--- src/rtl/grc_pkg.sv ---
`timescale 1ns / 1ps
// Shared constants, codes and controller/datapath interface types for the grid ray caster.
package grc_pkg;

    // Default grid side in cells
    localparam int GRID_SIDE_DEF = 256;

    // Field widths
    localparam int COORD_W  = 11;
    localparam int CELL_W   = 2;
    localparam int RANGE_W  = 24;
    localparam int CSIZE_W  = 16;
    localparam int OUTC_W   = 3;
    localparam int OP_W     = 1;

    // Hit range arithmetic widths
    localparam int MAG_W    = COORD_W;            // |dx|, |dy|
    localparam int SQ_W     = 2 * MAG_W;          // dx*dx
    localparam int D2_W     = SQ_W + 1;           // dx*dx + dy*dy
    localparam int P1_W     = D2_W + CSIZE_W;     // d2 * cs
    localparam int P2_W     = P1_W + CSIZE_W;     // d2 * cs * cs
    localparam int SQ_IN_W  = P2_W + 1;           // even radicand width
    localparam int ROOT_W   = SQ_IN_W / 2;

    // Configuration register indexes
    localparam int CFG_IDX_W = 1;
    localparam logic [CFG_IDX_W-1:0] CFG_CELL_SIZE = 1'b0;
    localparam logic [CFG_IDX_W-1:0] CFG_MAX_RANGE = 1'b1;
    localparam int CFG_DATA_W = RANGE_W;

    localparam logic [CSIZE_W-1:0] CELL_SIZE_RST = 16'd3277;
    localparam logic [RANGE_W-1:0] MAX_RANGE_RST = 24'd1966080;
    localparam logic [RANGE_W-1:0] RANGE_SAT     = 24'hFFFFFF;

    // Operations
    localparam logic [OP_W-1:0] OP_WRITE = 1'b0;

    // Cell states
    localparam logic [CELL_W-1:0] CELL_FREE    = 2'd0;
    localparam logic [CELL_W-1:0] CELL_OCC     = 2'd1;
    localparam logic [CELL_W-1:0] CELL_UNKNOWN = 2'd2;
    localparam logic [CELL_W-1:0] CELL_BAD     = 2'd3;

    // Outcome codes
    localparam logic [OUTC_W-1:0] OUT_HIT     = 3'd0;
    localparam logic [OUTC_W-1:0] OUT_UNKNOWN = 3'd1;
    localparam logic [OUTC_W-1:0] OUT_BOUNDS  = 3'd2;
    localparam logic [OUTC_W-1:0] OUT_CLEAR   = 3'd3;
    localparam logic [OUTC_W-1:0] OUT_WRITE   = 3'd4;

    // Result range sources
    localparam logic [1:0] SRC_ZERO = 2'd0;
    localparam logic [1:0] SRC_MAX  = 2'd1;
    localparam logic [1:0] SRC_ROOT = 2'd2;

    typedef struct packed {
        logic              clr_en;
        logic              load;
        logic              wr_en;
        logic              rd_en;
        logic              step;
        logic              hit;
        logic              sq_start;
        logic              res_we;
        logic [OUTC_W-1:0] res_code;
        logic [1:0]        res_src;
        logic              out_load;
    } t_cmd;

    typedef struct packed {
        logic              clr_last;
        logic              is_write;
        logic              in_bounds;
        logic              at_end;
        logic              sq_done;
        logic [CELL_W-1:0] rd_state;
    } t_stat;

endpackage

--- src/rtl/grc_ctrl.sv ---
`timescale 1ns / 1ps
// Controller: sequences clearing, writes, the cell walk, hit math and the result word.
module grc_ctrl (
    input  logic           i_clk,
    input  logic           i_rst_n,
    input  logic           i_valid,
    output logic           o_stall,
    output logic           o_valid,
    input  logic           i_stall,
    output grc_pkg::t_cmd  o_cmd,
    input  grc_pkg::t_stat i_stat
);
    import grc_pkg::*;

    localparam logic [3:0] S_CLR  = 4'd0;
    localparam logic [3:0] S_IDLE = 4'd1;
    localparam logic [3:0] S_RD   = 4'd2;
    localparam logic [3:0] S_CHK  = 4'd3;
    localparam logic [3:0] S_H1   = 4'd4;
    localparam logic [3:0] S_H2   = 4'd5;
    localparam logic [3:0] S_H3   = 4'd6;
    localparam logic [3:0] S_H4   = 4'd7;
    localparam logic [3:0] S_SQS  = 4'd8;
    localparam logic [3:0] S_SQW  = 4'd9;
    localparam logic [3:0] S_FIN  = 4'd10;

    logic [3:0] r_state, n_state;
    logic       r_ovalid;

    always_comb begin
        o_cmd   = '0;
        n_state = r_state;
        case (r_state)
            S_CLR: begin
                o_cmd.clr_en = 1'b1;
                if (i_stat.clr_last) n_state = S_IDLE;
            end
            S_IDLE: begin
                if (i_valid) begin
                    o_cmd.load = 1'b1;
                    n_state    = S_RD;
                end
            end
            // Write the cell, or bounds-check and read the current cell
            S_RD: begin
                if (i_stat.is_write) begin
                    o_cmd.wr_en    = 1'b1;
                    o_cmd.res_we   = 1'b1;
                    o_cmd.res_code = OUT_WRITE;
                    o_cmd.res_src  = SRC_ZERO;
                    n_state        = S_FIN;
                end else if (!i_stat.in_bounds) begin
                    o_cmd.res_we   = 1'b1;
                    o_cmd.res_code = OUT_BOUNDS;
                    o_cmd.res_src  = SRC_MAX;
                    n_state        = S_FIN;
                end else begin
                    o_cmd.rd_en = 1'b1;
                    n_state     = S_CHK;
                end
            end
            // Judge the cell state, then step along the line
            S_CHK: begin
                if (i_stat.rd_state == CELL_OCC) begin
                    o_cmd.hit = 1'b1;
                    n_state   = S_H1;
                end else if (i_stat.rd_state != CELL_FREE) begin
                    o_cmd.res_we   = 1'b1;
                    o_cmd.res_code = OUT_UNKNOWN;
                    o_cmd.res_src  = SRC_MAX;
                    n_state        = S_FIN;
                end else if (i_stat.at_end) begin
                    o_cmd.res_we   = 1'b1;
                    o_cmd.res_code = OUT_CLEAR;
                    o_cmd.res_src  = SRC_MAX;
                    n_state        = S_FIN;
                end else begin
                    o_cmd.step = 1'b1;
                    n_state    = S_RD;
                end
            end
            S_H1: n_state = S_H2;
            S_H2: n_state = S_H3;
            S_H3: n_state = S_H4;
            S_H4: n_state = S_SQS;
            S_SQS: begin
                o_cmd.sq_start = 1'b1;
                n_state        = S_SQW;
            end
            S_SQW: begin
                if (i_stat.sq_done) begin
                    o_cmd.res_we   = 1'b1;
                    o_cmd.res_code = OUT_HIT;
                    o_cmd.res_src  = SRC_ROOT;
                    n_state        = S_FIN;
                end
            end
            // Hand the result to the output register once it is free
            S_FIN: begin
                if (!r_ovalid || !i_stall) begin
                    o_cmd.out_load = 1'b1;
                    n_state        = S_IDLE;
                end
            end
            default: n_state = S_IDLE;
        endcase
    end

    always_ff @(posedge i_clk) begin
        if (!i_rst_n) begin
            r_state  <= S_CLR;
            r_ovalid <= 1'b0;
        end else begin
            r_state <= n_state;
            if (o_cmd.out_load) begin
                r_ovalid <= 1'b1;
            end else if (!i_stall) begin
                r_ovalid <= 1'b0;
            end
        end
    end

    assign o_stall = (r_state != S_IDLE);
    assign o_valid = r_ovalid;

endmodule
--- config.mk ---
export PLATFORM = sky130hd
export DESIGN_NAME = grc_ctrl
export DESIGN_NICKNAME = d
export VERILOG_FILES = /design/src/rtl/grc_pkg.sv /design/src/rtl/grc_ctrl.sv
export SDC_FILE = /design/constraint.sdc
export NUM_CORES = 1
export LEC_CHECK = 0
export BUFFER_PORTS_ARGS = -buffer_cell sky130_fd_sc_hd__buf_2
export CAP_MARGIN = 0
export CORE_AREA = 2 2 39 41
export DETAILED_ROUTE_END_ITERATION = 8
export DIE_AREA = 0 0 41 43
export PLACE_DENSITY = 0.8
export SLEW_MARGIN = 25
export SYNTH_ARGS = -nofsm -noshare
export SYNTH_HDL_FRONTEND = slang
export SYNTH_SLANG_ARGS = --single-unit
--- constraint.sdc ---
create_clock -name i_clk -period 2.15 [get_ports i_clk]
set_clock_uncertainty 0.15 [all_clocks]
set_input_delay 0.215 -clock i_clk [delete_from_list [all_inputs] [get_ports i_clk]]
set_output_delay 0.215 -clock i_clk [all_outputs]
set_load 0.01 [all_outputs]
* Word-level counts from Yosys, hierarchy flattened
Index checks and enable logic that the tools add are counted.
** Operators by class
- Add/subtract/negate cells :: 0
- $mul :: 0
- Divide/modulo/power cells :: 0
- Magnitude comparators :: 0
- Eq/ne operators :: 17
- Shift operators :: 0
- Mux-type cells :: 34
- Bitwise operators :: 0
- Reduce and logical (&&, ||, !) cells :: 6
** Operator list (number)
- $pmux W4 S11 :: 1
- $mux W4 :: 9
- $mux W6 :: 6
- $pmux W6 S3 :: 1
- $eq A4 B3 Y1 const B :: 4
- $mux W1 :: 15
- $eq A4 B4 Y1 const B :: 3
- $eq A4 B2 Y1 const B :: 2
- $ne A2 B2 Y1 const B :: 4
- $eq A4 B1 Y1 const B :: 1
- $logic_not A4 Y1 :: 1
- $mux W2 :: 2
- $ne A4 B1 Y1 const B :: 1
- $reduce_and A4 Y1 :: 1
- $eq A2 B1 Y1 const B :: 1
- $logic_not A1 Y1 :: 2
- $ne A2 B1 Y1 const B :: 1
- $reduce_bool A2 Y1 :: 1
- $logic_or A1 B1 Y1 :: 1
** Storage, ports and cells
- Bits in registers :: 5
- Latch bits :: 0
- RAM bits :: 0
- Bits in read-only memories :: 0
- Input bits :: 11
- Memories :: 0

* Depth between registers and ports, before layout
- Depth after elaboration :: 5
- Mapped depth :: 5
- Mapped depth without buffers :: 4

* Least setup slack after synthesis
Ideal clock, no wire load.
- Path type :: reg2out
- Start :: reg r_state[0]
- End :: out o_cmd[4] in the netlist's numbering
- Arrival time :: 1.169 ns
- Data required time :: 1.785 ns
- Path slack :: 0.616 ns
- Cell stages (with the launch flop) :: 6
- Path buffers :: 1
- Cell sequence :: dfxtp_1 buf_6 and2b_4 nand2_4 or3_4 o21ai_2
** RTL lines
- from (decl) :: line grc_ctrl.sv:27 : logic [3:0] r_state, n_state;
- from (signal assigned) :: line grc_ctrl.sv:114 : r_state <= n_state;
- to (decl) :: line grc_ctrl.sv:10 : output grc_pkg::t_cmd o_cmd,

==> results.sh <==
export IMPL_cpMaxStageDelayCell="dfxtp_1"
export IMPL_ant_nets=0
export IMPL_grt_pass1_wl_mm=1.97
export IMPL_drt_pass1_iterations=4
export IMPL_track_usage=0.161
export IMPL_worstSetupEndpointType="output pin"
export IMPL_fin_nets=110
export IMPL_port_buffers=26
export IMPL_clockBufferDepth=2
export IMPL_cp_required_ps=1780
export IMPL_setup_violations=0
export IMPL_avgViaCountPerCell=5.44
export IMPL_first_iter_violations=15
export IMPL_place_congestion=0.786
export IMPL_synth_nets=82
export IMPL_fin_tns_setup_ps=0
export IMPL_r2r_cells=4
export IMPL_synth_warnings=0
export IMPL_synth_main_ff_cell="dfxtp_1"
export IMPL_startpoint_type="flop"
export IMPL_overflow=0
export IMPL_synth_top_area_frac=0.186
export IMPL_hold_viol_final=0
export IMPL_die_area_um2=1760
export IMPL_initial_utilization=0.388
export IMPL_ys_top_cells_by_area="dfxtp_1 (19%), and3_1 (5.8%), nand2_1 (4.9%)"
export IMPL_avgSynthCellArea_um2=7.56
export IMPL_maxSlewHeadroom=0.647
export IMPL_status="complete, no violations"
export IMPL_hold_buffers=0
export IMPL_pwr_share_seq=0.358
export IMPL_wl_per_cell_um=10.7
export IMPL_p_leak_nw=0.348
export IMPL_yosysMostFrequentCell="nand2_1"
export IMPL_syn_area_um2=537
export IMPL_rsz0062_at_grt="no"
export IMPL_swShare=0.282
export IMPL_holdPathStages=2
export IMPL_cts_root_buffer="clkbuf_4"
export IMPL_worst_path_max_fanout=17
export IMPL_setup_slack_ps=122
export IMPL_p_int_uw=198
export IMPL_crit_arrival_ps=1660
export IMPL_cts_tree="done"
export IMPL_reg2reg_to="r_state[3]"
export IMPL_critical_path_cell_chain="nor2b_4 -> nand2_1 -> or3_1 -> o21ai_0 -> buf_2"
export IMPL_syn2layout_area_growth_pct=28.2
export IMPL_io_pins=27
export IMPL_layout_drive_gt1_share=0.398
export IMPL_grt_pass1_vias=529
export IMPL_post_route_util=0.497
export IMPL_worstReg2RegStart="r_state[3]"
export IMPL_fin_crit_ps=2030
export IMPL_diodes=0
export IMPL_clkLatencyLatePin_ps=240
export IMPL_cts_sinks=5
export IMPL_cts_setup_buffers=0
export IMPL_synth_common_cells="nand2_1 (7), nor2_1 (6), and3_1 (5), dfxtp_1 (5), a21oi_1 (4)"
export IMPL_drv_slew=0
export IMPL_dp_slack_ps=375
export IMPL_ir_drop_mv=0.200
export IMPL_grt_max_degree=18
export IMPL_p_per_area_nw_per_um2=401
export IMPL_die_w_um=41
export IMPL_crit_end="o_cmd[1]"
export IMPL_ctsResizeCount=0
export IMPL_clockPowerShare=0.390
export IMPL_synthesis_instances=71
export IMPL_crit_type="reg2out"
export IMPL_synth_distinct_cells=40
export IMPL_hp_class="in2reg"
export IMPL_cp_startpoint="r_state[3]"
export IMPL_min_period_over_period=0.943
export IMPL_die_h_um=43
export IMPL_yosys_area_top_type="dfxtp_1"
export IMPL_fp_coreArea_um2=1380
export IMPL_drc=0
export IMPL_htreeDepth=1
export IMPL_hpwl_mm=1.01
export IMPL_rrSetupSlack_ps=580
export IMPL_synth_edff_count=0
export IMPL_routed_wirelength_mm=1.22
export IMPL_async_flop_share=0
export IMPL_rows=14
export IMPL_fmax_mhz=493
export IMPL_worstMarginPinSlew_ps=529
export IMPL_ys_ff_latch=5
export IMPL_cts_clk_slew_worst_paths_ps=40
export IMPL_p_switching_uw=77.8
export IMPL_cts_buffers=3
export IMPL_power_frac_comb=0.252
export IMPL_vias=620
export IMPL_cpPeakStageDelay_ps=460
export IMPL_seq_area_frac_synth=0.186
export IMPL_antenna_found_initial=0
export IMPL_cap_violations=0
-- placed cells by master, fill, tap and decap left out, types with 2 or more instances in the layout --
| cell type | netlist | layout |
|---|---|---|
| a21oi_1 | 4 | 4 |
| and3_1 | 5 | 5 |
| buf_2 | 2 | 26 |
| buf_4 | 1 | 2 |
| clkbuf_4 | 0 | 3 |
| dfxtp_1 | 5 | 5 |
| inv_1 | 2 | 2 |
| nand2_1 | 7 | 7 |
| nand2b_1 | 2 | 2 |
| nor2_1 | 6 | 6 |
| nor2_2 | 2 | 2 |
| nor2b_1 | 3 | 3 |
| nor3_1 | 2 | 2 |
| o21a_1 | 2 | 2 |
-- through the flow --
stage	total power, mW	area, µm²	hold WS [ps]	cells
3_5_place_dp	0.170	662	338	110
5_1_grt	0.301	688	77.8	114
4_1_cts	0.282	688	81.1	114
3_3_place_gp	0.170	662	346	110
2_1_floorplan	0.146	537	182	71
6_report	0.276	688	83.7	114
-- kinds of logic (layout without fill, tap and decap cells) --
logic type,count (synthesis),count (layout),share of synthesized area
and+or+nand+nor,38,38,0.434
AOI/OAI and AO/OA,20,20,0.270
buffers and inverters,7,34,0.0886
DFF,5,5,0.186
muxes,1,1,0.0210
-- registers in the layout, summed over array words and instances (netlist names) --
signal / count
o_valid: 1
r_state: 4
-- per-layer routing --
metal  GRT usage  up-vias  wire length, µm
li1            -      315                -
met1       0.196      276              525
met2       0.253       27              590
met3      0.0157        2               85
met4       0.100        0               21
met5           0        -                0
-- worst min path at each step --
stage,start,to,slack (ps)
after global routing,i_rst_n,r_state[1],80
after detailed placement,i_rst_n,r_state[1],340
after floorplan,i_rst_n,r_state[1],180
final,i_rst_n,r_state[1],80
after global placement,i_rst_n,r_state[1],350
after CTS,i_rst_n,r_state[1],80
-- critical path, delay by kind of cell (launching register included) --
kind / cells / cell delay [ps]
and+or+nand+nor: 3 / 720
buffers and inverters: 1 / 150
DFF: 1 / 460
AOI/OAI and AO/OA: 1 / 90
-- layout make-up --
cell class                      count  area [µm²]
Tap cell                           16        20.0
Timing Repair Buffer               28         145
Inverter                            2        7.51
Clock buffer                        4        26.3
Multi-Input combinational cell     59         389
Sequential cell                     5         100
Fill cell                         142         696
-- power by group through the flow --
stage / registers, mW / logic (mW) / clock network (mW)
6_report: 0.0989 / 0.0697 / 0.108
5_1_grt: 0.0993 / 0.0777 / 0.124
4_1_cts: 0.0989 / 0.0704 / 0.112
3_5_place_dp: 0.100 / 0.0700 / 0
3_3_place_gp: 0.101 / 0.0689 / 0
2_1_floorplan: 0.0989 / 0.0469 / 0
Power figures use the tool's default switching activity.
